`src/sv/gsm_hopping_sequence_generator_top_macros.svh`:
```
// Assertion macros shared by the hopping sequence generator modules.
`ifndef GSM_HOPPING_SEQUENCE_GENERATOR_TOP_MACROS_SVH
`define GSM_HOPPING_SEQUENCE_GENERATOR_TOP_MACROS_SVH

// Same-cycle implication, sampled on clk and disabled during reset.
`define GSMHOP_ASSERT_IMPLIES(lbl, ante, cons, msg) \
  lbl: assert property (@(posedge clk) disable iff (!rst_n) (ante) |-> (cons)) \
    else $error(msg);

// Next-cycle implication, sampled on clk and disabled during reset.
`define GSMHOP_ASSERT_NEXT(lbl, ante, cons, msg) \
  lbl: assert property (@(posedge clk) disable iff (!rst_n) (ante) |=> (cons)) \
    else $error(msg);

`endif

```
`src/sv/gsmhop_pkg.sv`:
```
// Package with the types, constants and hopping table of the hopping sequence generator.
package gsmhop_pkg;

  // Largest allocation size supported by default.
  localparam int MAX_ALLOC = 64;

  // Width of the value handed to the remainder pipeline (frame number plus offset).
  localparam int VAL_W = 17;

  // Configuration port geometry.
  localparam int CFG_W     = 7;
  localparam int CFG_IDX_W = 2;

  // Register indexes of the configuration port.
  typedef enum logic [CFG_IDX_W-1:0] {
    REG_ALLOC_SIZE   = 2'd0,
    REG_INDEX_OFFSET = 2'd1,
    REG_HOP_SEQ      = 2'd2
  } cfg_reg_t;

  // Reset value of the allocation size register.
  localparam logic [CFG_W-1:0] ALLOC_SIZE_RST = 7'd1;

  // Frame counter limits and frame number weights.
  localparam logic [4:0] T2_MAX     = 5'd25;
  localparam logic [5:0] T3_MAX     = 6'd50;
  localparam int         T2_MOD     = 26;
  localparam int         T3_MOD     = 51;
  localparam int         T1_WEIGHT  = 1326;

  // Queue depths between the parts of the block.
  localparam int MID_DEPTH = 2;
  localparam int OUT_DEPTH = 2;

  // Random hopping table of the standard.
  localparam int RN_DEPTH = 114;
  localparam logic [6:0] RN_LAST = 7'(RN_DEPTH - 1);
  localparam logic [6:0] RN_TABLE [RN_DEPTH] = '{
    7'd48,  7'd98,  7'd63,  7'd1,   7'd36,  7'd95,  7'd78,  7'd102, 7'd94,  7'd73,
    7'd0,   7'd64,  7'd25,  7'd81,  7'd76,  7'd59,  7'd124, 7'd23,  7'd104, 7'd100,
    7'd101, 7'd47,  7'd118, 7'd85,  7'd18,  7'd56,  7'd96,  7'd86,  7'd54,  7'd2,
    7'd80,  7'd34,  7'd127, 7'd13,  7'd6,   7'd89,  7'd57,  7'd103, 7'd12,  7'd74,
    7'd55,  7'd111, 7'd75,  7'd38,  7'd109, 7'd71,  7'd112, 7'd29,  7'd11,  7'd88,
    7'd87,  7'd19,  7'd3,   7'd68,  7'd110, 7'd26,  7'd33,  7'd31,  7'd8,   7'd45,
    7'd82,  7'd58,  7'd40,  7'd107, 7'd32,  7'd5,   7'd106, 7'd92,  7'd62,  7'd67,
    7'd77,  7'd108, 7'd122, 7'd37,  7'd60,  7'd66,  7'd121, 7'd42,  7'd51,  7'd126,
    7'd117, 7'd114, 7'd4,   7'd90,  7'd43,  7'd52,  7'd53,  7'd113, 7'd120, 7'd72,
    7'd16,  7'd49,  7'd7,   7'd79,  7'd119, 7'd61,  7'd22,  7'd84,  7'd9,   7'd97,
    7'd91,  7'd15,  7'd21,  7'd24,  7'd46,  7'd39,  7'd93,  7'd105, 7'd65,  7'd70,
    7'd125, 7'd99,  7'd17,  7'd123
  };

  // Table read; indexes past the end read the last entry.
  function automatic logic [6:0] rn_lookup(input logic [6:0] idx);
    logic [6:0] safe_idx;
    safe_idx  = (idx > RN_LAST) ? RN_LAST : idx;
    rn_lookup = RN_TABLE[safe_idx];
  endfunction

  // Input beat: the three TDMA frame counters.
  typedef struct packed {
    logic [5:0] frame_t1;
    logic [4:0] frame_t2;
    logic [5:0] frame_t3;
  } in_item_t;

  // Result beat.
  typedef struct packed {
    logic [5:0] alloc_index;
    logic       range_error;
  } out_item_t;

  // Classified item between the front and the remainder pipeline.
  typedef struct packed {
    logic             range_error;
    logic [VAL_W-1:0] value;
  } mid_item_t;

endpackage

```
`src/sv/gsm_hopping_sequence_generator_top.sv`:
```
// Top level of the GSM hopping sequence generator: configuration, front, queue and back.
//
//   channel  ports                              beat
//   input    in_push / in_full / in_item        frame_t1, frame_t2, frame_t3
//   result   out_pop / out_empty / out_item     alloc_index, range_error
//   config   cfg_we / cfg_index / cfg_wdata     alloc_size, index_offset, hop_seq_number
//
// One beat is accepted per cycle and one result leaves per cycle in steady state, while
// the result queue has room. A result passes through the input queue and then the
// remainder pipeline (17 compare and subtract steps of shifted N), whose last register
// writes the result queue. When the result queue is full the whole remainder pipeline
// holds, and the input queue fills before in_full rises. Reset is synchronous.
`include "gsm_hopping_sequence_generator_top_macros.svh"

module gsm_hopping_sequence_generator_top #(
  parameter int MAX_ALLOC = gsmhop_pkg::MAX_ALLOC
) (
  input  logic                               clk,
  input  logic                               rst_n,
  input  logic                               in_push,
  input  gsmhop_pkg::in_item_t               in_item,
  output logic                               in_full,
  input  logic                               out_pop,
  output logic                               out_empty,
  output gsmhop_pkg::out_item_t              out_item,
  input  logic                               cfg_we,
  input  logic [gsmhop_pkg::CFG_IDX_W-1:0]   cfg_index,
  input  logic [gsmhop_pkg::CFG_W-1:0]       cfg_wdata
);

  localparam int NW = $clog2(MAX_ALLOC + 1);
  localparam logic [gsmhop_pkg::CFG_W-1:0] MAX_ALLOC_CFG = gsmhop_pkg::CFG_W'(MAX_ALLOC);

  logic [gsmhop_pkg::CFG_W-1:0] alloc_size_r;
  logic [5:0]                   index_offset_r;
  logic [5:0]                   hop_seq_number_r;
  logic [NW-1:0]                n_eff;
  gsmhop_pkg::mid_item_t        front_item;
  gsmhop_pkg::mid_item_t        mid_head;
  logic                         mid_empty;
  logic                         mid_pop;

  // Configuration registers.
  always_ff @(posedge clk) begin
    if (!rst_n) begin
      alloc_size_r     <= gsmhop_pkg::ALLOC_SIZE_RST;
      index_offset_r   <= '0;
      hop_seq_number_r <= '0;
    end else if (cfg_we) begin
      unique case (cfg_index)
        gsmhop_pkg::REG_ALLOC_SIZE:   alloc_size_r     <= cfg_wdata;
        gsmhop_pkg::REG_INDEX_OFFSET: index_offset_r   <= cfg_wdata[5:0];
        gsmhop_pkg::REG_HOP_SEQ:      hop_seq_number_r <= cfg_wdata[5:0];
        default: begin
        end
      endcase
    end
  end

  // Effective allocation size: zero counts as one, large values saturate.
  always_comb begin
    if (alloc_size_r == '0) begin
      n_eff = NW'(1);
    end else if (alloc_size_r > MAX_ALLOC_CFG) begin
      n_eff = NW'(MAX_ALLOC);
    end else begin
      n_eff = NW'(alloc_size_r);
    end
  end

  gsmhop_front #(
    .MAX_ALLOC (MAX_ALLOC)
  ) u_front (
    .item           (in_item),
    .n              (n_eff),
    .index_offset   (index_offset_r),
    .hop_seq_number (hop_seq_number_r),
    .mid_item       (front_item)
  );

  gsmhop_fifo #(
    .WIDTH ($bits(gsmhop_pkg::mid_item_t)),
    .DEPTH (gsmhop_pkg::MID_DEPTH)
  ) u_mid_fifo (
    .clk     (clk),
    .rst_n   (rst_n),
    .push    (in_push),
    .wr_data (front_item),
    .full    (in_full),
    .pop     (mid_pop),
    .rd_data (mid_head),
    .empty   (mid_empty)
  );

  gsmhop_back #(
    .MAX_ALLOC (MAX_ALLOC)
  ) u_back (
    .clk       (clk),
    .rst_n     (rst_n),
    .n         (n_eff),
    .mid_valid (!mid_empty),
    .mid_item  (mid_head),
    .mid_pop   (mid_pop),
    .out_pop   (out_pop),
    .out_empty (out_empty),
    .out_item  (out_item)
  );

  `GSMHOP_ASSERT_IMPLIES(a_err_zero, !out_empty && out_item.range_error, out_item.alloc_index == '0, "error beat carries a nonzero index")

endmodule

```
`src/sv/gsmhop_fifo.sv`:
```
// Small register queue used between the parts of the block.
`include "gsm_hopping_sequence_generator_top_macros.svh"

module gsmhop_fifo #(
  parameter int WIDTH = 8,
  parameter int DEPTH = 2
) (
  input  logic             clk,
  input  logic             rst_n,
  input  logic             push,
  input  logic [WIDTH-1:0] wr_data,
  output logic             full,
  input  logic             pop,
  output logic [WIDTH-1:0] rd_data,
  output logic             empty
);

  localparam int PW = (DEPTH > 1) ? $clog2(DEPTH) : 1;
  localparam int CW = $clog2(DEPTH + 1);

  logic [WIDTH-1:0] mem_r [DEPTH];
  logic [PW-1:0]    wr_ptr_r;
  logic [PW-1:0]    rd_ptr_r;
  logic [CW-1:0]    count_r;
  logic             do_push;
  logic             do_pop;

  assign full    = (count_r == CW'(DEPTH));
  assign empty   = (count_r == '0);
  assign do_push = push && !full;
  assign do_pop  = pop && !empty;
  assign rd_data = mem_r[rd_ptr_r];

  // Pointers and fill count.
  always_ff @(posedge clk) begin
    if (!rst_n) begin
      wr_ptr_r <= '0;
      rd_ptr_r <= '0;
      count_r  <= '0;
    end else begin
      if (do_push) begin
        wr_ptr_r <= (wr_ptr_r == PW'(DEPTH - 1)) ? '0 : wr_ptr_r + 1'b1;
      end
      if (do_pop) begin
        rd_ptr_r <= (rd_ptr_r == PW'(DEPTH - 1)) ? '0 : rd_ptr_r + 1'b1;
      end
      if (do_push && !do_pop) begin
        count_r <= count_r + 1'b1;
      end else if (do_pop && !do_push) begin
        count_r <= count_r - 1'b1;
      end
    end
  end

  // Storage; data needs no reset.
  always_ff @(posedge clk) begin
    if (do_push) begin
      mem_r[wr_ptr_r] <= wr_data;
    end
  end

  `GSMHOP_ASSERT_NEXT(a_push_lands, do_push && !do_pop, !empty, "pushed beat was lost")

endmodule

```
`src/sv/gsmhop_front.sv`:
```
// Front part: range check, hopping mode selection and the value to be reduced mod N.
module gsmhop_front #(
  parameter  int MAX_ALLOC = gsmhop_pkg::MAX_ALLOC,
  localparam int NW        = $clog2(MAX_ALLOC + 1)
) (
  input  gsmhop_pkg::in_item_t  item,
  input  logic [NW-1:0]         n,
  input  logic [5:0]            index_offset,
  input  logic [5:0]            hop_seq_number,
  output gsmhop_pkg::mid_item_t mid_item
);

  localparam int VW = gsmhop_pkg::VAL_W;

  logic          range_err;
  logic [6:0]    diff;
  logic [4:0]    t3_t2_mod;
  logic [VW-1:0] frame_num;
  logic [VW-1:0] cyc_val;
  logic [6:0]    rn_idx;
  logic [6:0]    rn_val;
  logic [7:0]    rn_sum;
  logic [7:0]    n8;
  logic [7:0]    mask8;
  logic [7:0]    m8;
  logic [7:0]    t8;
  logic [VW-1:0] hop_val;

  // Counter range check.
  assign range_err = (item.frame_t2 > gsmhop_pkg::T2_MAX) ||
                     (item.frame_t3 > gsmhop_pkg::T3_MAX);

  // Cyclic hopping: rebuild the frame number and add the offset.
  always_comb begin
    diff = 7'(item.frame_t3) + 7'(gsmhop_pkg::T2_MOD) - 7'(item.frame_t2);
    if (diff >= 7'(2 * gsmhop_pkg::T2_MOD)) begin
      t3_t2_mod = 5'(diff - 7'(2 * gsmhop_pkg::T2_MOD));
    end else if (diff >= 7'(gsmhop_pkg::T2_MOD)) begin
      t3_t2_mod = 5'(diff - 7'(gsmhop_pkg::T2_MOD));
    end else begin
      t3_t2_mod = 5'(diff);
    end
    frame_num = VW'(t3_t2_mod) * VW'(gsmhop_pkg::T3_MOD) + VW'(item.frame_t3) +
                VW'(item.frame_t1) * VW'(gsmhop_pkg::T1_WEIGHT);
    cyc_val   = frame_num + VW'(index_offset);
  end

  // Random hopping: table lookup, masking to the bit length of N and folding.
  always_comb begin
    rn_idx = 7'(hop_seq_number ^ item.frame_t1) + 7'(item.frame_t3);
    rn_val = gsmhop_pkg::rn_lookup(rn_idx);
    rn_sum = 8'(item.frame_t2) + 8'(rn_val);
    n8     = 8'(n);
    for (int i = 0; i < 8; i++) begin
      mask8[i] = |(n8 >> i);
    end
    m8 = rn_sum & mask8;
    t8 = 8'(item.frame_t3) & mask8;
    // (MAIO + S) mod N equals (MAIO + M' + T') mod N on the folded branch.
    hop_val = VW'(index_offset) + VW'(m8) + ((m8 < n8) ? '0 : VW'(t8));
  end

  // Classified beat for the remainder pipeline; an error reduces to zero.
  always_comb begin
    mid_item.range_error = range_err;
    if (range_err) begin
      mid_item.value = '0;
    end else if (hop_seq_number == '0) begin
      mid_item.value = cyc_val;
    end else begin
      mid_item.value = hop_val;
    end
  end

endmodule

```
`src/sv/gsmhop_back.sv`:
```
// Back part: pipelined remainder by N, one restoring step per stage, and the result queue.
`include "gsm_hopping_sequence_generator_top_macros.svh"

module gsmhop_back #(
  parameter  int MAX_ALLOC = gsmhop_pkg::MAX_ALLOC,
  localparam int NW        = $clog2(MAX_ALLOC + 1)
) (
  input  logic                  clk,
  input  logic                  rst_n,
  input  logic [NW-1:0]         n,
  input  logic                  mid_valid,
  input  gsmhop_pkg::mid_item_t mid_item,
  output logic                  mid_pop,
  input  logic                  out_pop,
  output logic                  out_empty,
  output gsmhop_pkg::out_item_t out_item
);

  localparam int VW = gsmhop_pkg::VAL_W;
  localparam int SW = VW + NW;

  logic [VW:0]   stg_valid_r;
  logic [VW:0]   err_r;
  logic [VW-1:0] rem_r   [VW+1];
  logic [VW-1:0] rem_nxt [VW];
  logic [SW-1:0] shifted [VW];
  logic          adv;
  logic          out_full;
  gsmhop_pkg::out_item_t res_item;

  // The whole pipeline moves while the result queue has room.
  assign adv     = !out_full;
  assign mid_pop = adv && mid_valid;

  // Stage i subtracts N shifted by VW-1-i when it fits.
  always_comb begin
    for (int i = 0; i < VW; i++) begin
      shifted[i] = SW'(n) << (VW - 1 - i);
      if (SW'(rem_r[i]) >= shifted[i]) begin
        rem_nxt[i] = rem_r[i] - shifted[i][VW-1:0];
      end else begin
        rem_nxt[i] = rem_r[i];
      end
    end
  end

  // Stage valid bits.
  always_ff @(posedge clk) begin
    if (!rst_n) begin
      stg_valid_r <= '0;
    end else if (adv) begin
      stg_valid_r <= {stg_valid_r[VW-1:0], mid_valid};
    end
  end

  // Stage payload.
  always_ff @(posedge clk) begin
    if (adv) begin
      rem_r[0] <= mid_item.value;
      err_r    <= {err_r[VW-1:0], mid_item.range_error};
      for (int i = 0; i < VW; i++) begin
        rem_r[i+1] <= rem_nxt[i];
      end
    end
  end

  // The final remainder is below N, so it fits the index field.
  always_comb begin
    res_item.alloc_index = rem_r[VW][5:0];
    res_item.range_error = err_r[VW];
  end

  gsmhop_fifo #(
    .WIDTH ($bits(gsmhop_pkg::out_item_t)),
    .DEPTH (gsmhop_pkg::OUT_DEPTH)
  ) u_out_fifo (
    .clk     (clk),
    .rst_n   (rst_n),
    .push    (adv && stg_valid_r[VW]),
    .wr_data (res_item),
    .full    (out_full),
    .pop     (out_pop),
    .rd_data (out_item),
    .empty   (out_empty)
  );

  `GSMHOP_ASSERT_NEXT(a_stall_holds, !adv, $stable(stg_valid_r), "pipeline moved while stalled")
  `GSMHOP_ASSERT_NEXT(a_mid_taken, mid_pop, stg_valid_r[0], "beat taken from queue was dropped")

endmodule
```
`config.mk`:
```
export PLATFORM = sky130hd
export DESIGN_NAME = gsm_hopping_sequence_generator_top
export DESIGN_NICKNAME = d
export VERILOG_FILES = /design/src/sv/gsmhop_pkg.sv /design/src/sv/gsm_hopping_sequence_generator_top.sv /design/src/sv/gsmhop_fifo.sv /design/src/sv/gsmhop_front.sv /design/src/sv/gsmhop_back.sv
export VERILOG_INCLUDE_DIRS = /design/src /design/src/sv
export SDC_FILE = /design/constraint.sdc
export NUM_CORES = 1
export LEC_CHECK = 0
export ABC_AREA = 1
export ABC_CLOCK_PERIOD_IN_PS = 9300
export BUFFER_PORTS_ARGS = -buffer_cell sky130_fd_sc_hd__buf_2
export CORE_AREA = 2 2 249 251
export CTS_CLUSTER_SIZE = 25
export DETAILED_ROUTE_END_ITERATION = 8
export DIE_AREA = 0 0 251 253
export SYNTH_ARGS = -nofsm -noshare
export SYNTH_HDL_FRONTEND = slang
export SYNTH_HIERARCHICAL = 1
export SYNTH_SLANG_ARGS = --single-unit
```
`constraint.sdc`:
```
create_clock -name clk -period 9.3 [get_ports clk]
set_clock_uncertainty 0.05 [all_clocks]
set_input_delay 0.93 -clock clk [delete_from_list [all_inputs] [get_ports clk]]
set_output_delay 0.93 -clock clk [all_outputs]
set_load 0.01 [all_outputs]
```
==> Implementation_results.wiki, run 1 <==
{| class="wikitable"
! Metric !! Value
|-
| Run status || finished clean
|-
| Root Driver || clkbuf_16
|-
| Startpoint of the most critical register-to-register path || hop_seq_number_r[0]
|-
| Clock buffer depth || 3
|-
| Main synth FF type || edfxtp_1
|-
| Critical path fanouts, max || 6
|-
| Antenna diode count || 0
|-
| Maximum achievable frequency || 125.8 MHz
|-
| Synth top area share || 0.4007
|-
| Final setup TNS || 0 ps
|-
| CTS sink count || 410
|-
| Data arrival time of the worst path || 8230 ps
|-
| Area leader, netlist || edfxtp_1
|-
| Number of vias per cell after detailed routing || 5.164
|-
| Fin Hold WS || 369.3 ps
|-
| Wire length of the first global-routing pass || 105,500 um
|-
| Slack of the critical path || 1349 ps
|-
| Routed Wire Length || 65,280 um
|-
| Nature of the critical path startpoint || input port
|-
| Final critical path time including I/O delays and setup || 7951 ps
|-
| Cell depth of the worst min-delay path || 0
|-
| Post-CTS Setup Inserts || 0
|-
| Pre-Repair DR Iteration Count || 7
|-
| DRC violation count after routing || 0
|-
| Routed wire per std cell || 16.15 um
|-
| Internal reg-to-reg setup slack || 1530 ps
|-
| TritonCTS Buffers || 45
|-
| Number of flops mapped to enable cells by yosys || 363
|-
| Maximum single-stage delay on the critical path || 520 ps
|-
| Clock slew at the register clock pins of the worst setup and hold paths || 60 ps
|-
| Overflow left after global routing || 0
|-
| Mean instance size in the synthesized netlist || 8.641 um^2
|-
| Reg2Reg Capture Point || u_mid_fifo/mem_r[0][6]
|-
| Remaining antenna violation count || 0
|-
| Type of element capturing the critical path || flop
|-
| Post-route core utilization || 0.4868
|-
| Resize count post-CTS || 0
|-
| Actual transition at the worst max-transition pin || 1104 ps
|-
| Tcrit/Tclk final || 0.8550
|-
| Aggregate global-route resource usage || 0.2063
|-
| Gate count of the mapped netlist || 3,148
|-
| Area inside the core boundary || 61,030 um^2
|-
| Later-pin clock latency in the skew report || 580 ps
|-
| Share of flip-flops with an asynchronous set or reset || 0
|-
| Required time of the critical path || 9580 ps
|-
| Die Wd || 251 um
|-
| Initial cell density of the core || 0.4457
|-
| Max-capacitance violation count || 0
|-
| Ratio of cells with drive above 1 in the final layout || 0.07624
|-
| Placed wire-length estimate || 49,400 um
|-
| CP max stage cell || fa_1
|-
| TritonCTS clock tree || yes
|-
| Count of input and output buffers || 39
|-
| Detailed router's first-iteration violation count || 1,394
|-
| Cell count of the worst reg-to-reg path || 44
|-
| Post-layout nets || 3,523
|-
| Unrepaired setup endpoints after global routing || no
|-
| Cell area after technology mapping || 27,200 um^2
|-
| Num ports || 40
|-
| Final Max Tran Viols || 0
|-
| Number of core rows || 91
|-
| Final-report setup violation count || 0
|-
| Share of the yosys chip area belonging to registers || 0.4353
|-
| Synth-to-Final Area Change || 9.222%
|-
| Kind of critical path || in2reg
|-
| Post-cts hold buffer count || 0
|-
| Number of distinct library cell variants in the gate-level netlist after synthesis || 69
|-
| Worst supply voltage drop on vdd || 0.2133 mV
|-
| Initial antenna violation count || 0
|-
| YS warnings || 6
|-
| Class of the worst hold path || reg2reg
|-
| Total power || 11.79 mW
|-
| Final Hold Viols || 0
|-
| Cell types occupying the most area after synthesis || edfxtp_1 (40%), nand2_1 (11%), ha_1 (10%)
|-
| Worst Hold Endpoint || u_back/err_r[10]
|-
| Number of global-route vias before repair || 20.81k
|-
| Net count of the mapped netlist || 3,453
|-
| Total number of vias || 20.88k
|-
| Routability-driven placement congestion ratio || 0.9348
|-
| CTS HTree Levels || 2
|-
| Launch instance of the worst min-delay path || u_back/err_r[9]
|-
| Power per standard cell area || 396.8 nW/um^2
|-
| Pre-CTS setup slack || 833.6 ps
|-
| Y dimension of the die || 253 um
|-
| Max-slew headroom at the worst pin || 0.2611
|-
| Leakage dissipation || 13.96 nW
|-
| Largest net degree at the start of global routing || 186
|-
| DIE AREA || 63,500 um^2
|-
| FF+latch count, synth || 410
|}
==> worst max-delay path, delay by kind of cell <==
| kind | cells | cell delay [ps] |
|---|---|---|
| adder cells (fa/ha/maj) | 10 | 3300 |
| AO/OA/AOI/OAI | 7 | 1450 |
| AND/OR/NAND/NOR | 16 | 1140 |
| buffers and inverters | 9 | 700 |
| XOR/XNOR | 2 | 700 |
==> cells in the final DEF, fill, tap and decap left out, types with 6 or more instances in the layout <==
cell type and instances:
a21boi_0 13, a21oi_1 110, a21oi_2 11, a31oi_1 7, buf_2 39, buf_4 17, clkbuf_1 11, clkbuf_16 45
clkinv_1 6, dfxtp_1 47, edfxtp_1 363, fa_1 49, ha_1 225, inv_1 470, inv_2 10, mux2_2 15
mux2_4 10, nand2_1 806, nand2_2 24, nand3_1 221, nand3b_1 11, nand4_1 60, nor2_1 331, nor2_2 9
nor2_4 6, nor3_1 25, o211ai_1 8, o21ai_0 92, o21ai_1 14, o21ai_2 8, o21bai_1 6, or2_2 7
xnor2_1 24, xor2_1 64
==> metal layers <==
metal | GRT usage | share of wire | up-vias
li1 | - | - | 10553
met1 | 0.2410 | 0.42 | 9832
met2 | 0.3875 | 0.52 | 380
met3 | 0.02416 | 0.032 | 112
met4 | 0.07449 | 0.031 | 0
met5 | 0 | 0 | -
==> cells by family after synthesis <==
group | Yosys count | synth area share
AO/OA/AOI/OAI | 310 | 0.06817
XOR/XNOR | 88 | 0.02833
adder cells (fa/ha/maj) | 274 | 0.1396
buffers and inverters | 516 | 0.07603
flip-flops | 410 | 0.4353
multiplexers | 25 | 0.01173
AND/OR/NAND/NOR | 1525 | 0.2408
==> cells in the mapped netlist (24+ instances only) <==
cell type,n
xor2_1,64
o21ai_0,93
ha_1,225
dfxtp_1,47
inv_1,470
nor2_1,331
fa_1,49
nand4_1,60
a21oi_1,111
xnor2_1,24
nand2_2,24
edfxtp_1,363
nand3_1,221
nand2_1,806
nor3_1,25
==> report_power, final <==
group | internal [mW] | leakage (nW) | switching, mW
clock network | 0.990 | 0.683 | 0.727
registers | 3.44 | 4.17 | 0.540
logic | 2.24 | 9.11 | 3.85
==> flip-flops by register name, summed over array words and instances (netlist names), 2 cells and up, named ones only <==
name                       flops
alloc_size_r                   7
hop_seq_number_r               6
index_offset_r                 6
u_back/err_r                  18
u_back/rem_r                 295
u_back/stg_valid_r            18
u_back/u_out_fifo/count_r      2
u_back/u_out_fifo/mem_r       14
u_mid_fifo/count_r             2
u_mid_fifo/mem_r              36
==> stage by stage <==
step | std cells | instance area, um^2
after floorplan | 3148 | 27210
after global placement | 3961 | 28300
after detailed placement | 3961 | 28300
after CTS | 4043 | 29710
after global routing | 4043 | 29710
final | 4043 | 29710
==> cell type report <==
type,count,area (um^2)
flip-flops and latches,410,11840
fillers,5761,31320
repair buffers,57,342.8
clock inverters,25,230.2
multi-input cells,2222,13310
well taps,790,988.4
clock buffers,57,1181
inverters,482,1819
==> worst max path at each step <==
stage,start,slack (ps),depth (start not counted),end
3_3_place_gp,in_item[1],1060,42,u_mid_fifo/mem_r[0][16]
6_report,in_item[1],1350,44,u_mid_fifo/mem_r[1][16]
2_1_floorplan,u_back/u_out_fifo/count_r[0],180,3,u_back/err_r[0]
5_1_grt,in_item[1],740,44,u_mid_fifo/mem_r[1][16]
3_5_place_dp,in_item[1],830,42,u_mid_fifo/mem_r[1][16]
4_1_cts,in_item[1],1440,44,u_mid_fifo/mem_r[1][16]
(Power assumes the default switching activity.)
==> run 2, diff against run 1 <==
==> constraint.sdc (replaced) <==
create_clock -name clk -period 9.3 [get_ports clk]
set_clock_uncertainty 0.05 [all_clocks]
set_input_delay 0.465 -clock clk [delete_from_list [all_inputs] [get_ports clk]]
set_output_delay 0.465 -clock clk [all_outputs]
set_load 0.01 [all_outputs]
==> Implementation_results.wiki, run 2 (same netlist as run 1, synthesis figures left out) <==
{| class="wikitable"
! Metric !! Value
|-
| DIE AREA || 63,500 um^2 (unchanged)
|-
| Resize count post-CTS || 0 (unchanged)
|-
| Y dimension of the die || 253 um (unchanged)
|-
| CTS sink count || 410 (unchanged)
|-
| Wire length of the first global-routing pass || 105,200 um (was 105,500 um)
|-
| Critical path fanouts, max || 18 (was 6)
|-
| Flip-flop count of the largest register, all copies and words added || 295 (unchanged)
|-
| Largest registers || u_back/rem_r: 295 flops, u_mid_fifo/mem_r: 36 flops (unchanged)
|-
| Worst Hold Endpoint || alloc_size_r[6] (was u_back/err_r[10])
|-
| Power per standard cell area || 399.3 nW/um^2 (was 396.8 nW/um^2)
|-
| Leakage dissipation || 13.98 nW (was 13.96 nW)
|-
| Ratio of cells with drive above 1 in the final layout || 0.07723 (was 0.07624)
|-
| Reg2Reg Capture Point || u_mid_fifo/mem_r[0][6] (unchanged)
|-
| Data arrival time of the worst path || 8100 ps (was 8230 ps)
|-
| Leading cell type in the layout, fill and taps excluded || nand2_1 (unchanged)
|-
| Num ports || 40 (unchanged)
|-
| Largest net degree at the start of global routing || 186 (unchanged)
|-
| CP max stage cell || dfxtp_1 (was fa_1)
|-
| Fillcell total || 5,757 (was 5,761)
|-
| Area occupied by multi-input gates || 13,310 um^2 (unchanged)
|-
| Final-report setup violation count || 0 (unchanged)
|-
| Overflow left after global routing || 0 (unchanged)
|-
| Final setup TNS || 0 ps (unchanged)
|-
| Synth-to-Final Area Change || 9.425% (was 9.222%)
|-
| Number of core rows || 91 (unchanged)
|-
| Post-cts hold buffer count || 0 (unchanged)
|-
| Unrepaired setup endpoints after global routing || no (unchanged)
|-
| Commonest cells after routing, fill and taps aside || nand2_1 (806), inv_1 (470), edfxtp_1 (363) (unchanged)
|-
| Root Driver || clkbuf_16 (unchanged)
|-
| Routability-driven placement congestion ratio || 0.9235 (was 0.9348)
|-
| Run status || finished clean (unchanged)
|-
| CTS HTree Levels || 2 (unchanged)
|-
| Launch instance of the worst min-delay path || cfg_wdata[6] (was u_back/err_r[9])
|-
| Final critical path time including I/O delays and setup || 7827 ps (was 7951 ps)
|-
| DRC violation count after routing || 0 (unchanged)
|-
| Type of element capturing the critical path || flop (unchanged)
|-
| Total buffers and inverters traversed by the critical path || 5 (was 9)
|-
| Routed Wire Length || 65,090 um (was 65,280 um)
|-
| Most flops, register || u_back/rem_r (unchanged)
|-
| Kind of critical path || reg2reg (was in2reg)
|-
| Initial antenna violation count || 0 (unchanged)
|-
| Cell family with the largest share of critical-path delay || compound AO/OA/AOI/OAI gates (was adder cells)
|-
| Placed wire-length estimate || 49,360 um (was 49,400 um)
|-
| Total power || 11.89 mW (was 11.79 mW)
|-
| Clock slew at the register clock pins of the worst setup and hold paths || 60 ps (about the same)
|-
| Final Max Tran Viols || 0 (unchanged)
|-
| Number of vias per cell after detailed routing || 5.213 (was 5.164)
|-
| Antenna diode count || 0 (unchanged)
|-
| Max-capacitance violation count || 0 (unchanged)
|-
| Cell depth of the worst min-delay path || 3 (was 0)
|-
| Initial cell density of the core || 0.4457 (unchanged)
|-
| Total number of vias || 21.06k (was 20.88k)
|-
| Cell with the most instances on the worst path || nand2_1
|-
| Detailed router's first-iteration violation count || 1,375 (was 1,394)
|-
| Max-slew headroom at the worst pin || 0.2549 (was 0.2611)
|-
| Final Hold Viols || 0 (unchanged)
|-
| Internal reg-to-reg setup slack || 1470 ps (was 1530 ps)
|-
| Nature of the critical path startpoint || flop (was input port)
|-
| Post-layout nets || 3,521 (was 3,523)
|-
| TritonCTS clock tree || yes (unchanged)
|-
| Pre-Repair DR Iteration Count || 5 (was 7)
|-
| Count of input and output buffers || 39 (unchanged)
|-
| Tcrit/Tclk final || 0.8416 (was 0.8550)
|-
| Cell count of the worst reg-to-reg path || 43 (was 44)
|-
| Later-pin clock latency in the skew report || 570 ps (was 580 ps)
|-
| Clock buffer depth || 3 (unchanged)
|-
| Class of the worst hold path || in2reg (was reg2reg)
|-
| Post-CTS Setup Inserts || 0 (unchanged)
|-
| Remaining antenna violation count || 0 (unchanged)
|-
| Maximum single-stage delay on the critical path || 420 ps (was 520 ps)
|-
| Aggregate global-route resource usage || 0.2059 (was 0.2063)
|-
| Actual transition at the worst max-transition pin || 1118 ps (was 1104 ps)
|-
| Maximum achievable frequency || 127.8 MHz (was 125.8 MHz)
|-
| Startpoint of the most critical register-to-register path || hop_seq_number_r[3] (was hop_seq_number_r[0])
|-
| Die Wd || 251 um (unchanged)
|-
| Routed wire per std cell || 16.11 um (was 16.15 um)
|-
| TritonCTS Buffers || 45 (unchanged)
|-
| Area inside the core boundary || 61,030 um^2 (unchanged)
|-
| Required time of the critical path || 9570 ps (was 9580 ps)
|-
| Worst supply voltage drop on vdd || 0.2259 mV (was 0.2133 mV)
|-
| Number of global-route vias before repair || 20.68k (was 20.81k)
|-
| Flip-flop and latch area || 11,840 um^2 (unchanged)
|}
-- run 2: power breakdown --
part           internal (mW)  leakage [nW]  total, mW  switching, mW
clock network           1.06         0.714       1.80          0.742
logic                   2.25          9.10       6.11           3.86
registers               3.44          4.17       3.98          0.537
-- run 2: final cells by class --
type / count / area share
Timing Repair Buffer: 55 / 0.01101
Clock inverter: 32 / 0.01143
Inverter: 482 / 0.06112
Clock buffer: 49 / 0.03834
Sequential cell: 410 / 0.3978
Multi-Input combinational cell: 2222 / 0.4471
Tap cell: 790 / 0.03321
-- run 2: metrics by stage --
step,utilization,worst slack (ps),hold WS [ps],area [um^2],instances
after floorplan,-,179.4,350.3,27210,3148
after global placement,0.4634,1431,351.1,28280,3959
after detailed placement,0.4634,1236,355.6,28280,3959
after CTS,0.4877,1563,63.77,29760,4040
after global routing,0.4877,966.3,84.13,29760,4040
final,0.4877,1473,94.40,29760,4040
-- run 2: worst register-to-register path, delay by kind of cell, from the launching register on --
kind / cells / cell delay (ps)
xor+xnor: 1 / 380
compound gates: 12 / 2130
flops: 1 / 420
buf+inv: 5 / 580
fa+ha+maj: 6 / 1980
simple gates: 19 / 2010
-- run 2: routing by layer --
metal,routed length [um],GRT usage,vias up
li1,-,-,10574
met3,2488,0.02333,125
met2,33780,0.3898,473
met5,0,0,-
met4,2374,0.07772,0
met1,26440,0.2373,9890
-- run 2: worst max path at each step --
stage                                             from                      end  slack, ps  cells past startpoint
after global routing               hop_seq_number_r[0]   u_mid_fifo/mem_r[1][6]        970                     44
after CTS                          hop_seq_number_r[0]   u_mid_fifo/mem_r[1][6]       1560                     44
final                              hop_seq_number_r[3]   u_mid_fifo/mem_r[0][6]       1470                     43
after floorplan           u_back/u_out_fifo/count_r[0]          u_back/err_r[0]        180                      3
after detailed placement                    in_item[1]  u_mid_fifo/mem_r[0][16]       1240                     44
after global placement                     in_item[11]   u_mid_fifo/mem_r[0][6]       1430                     45
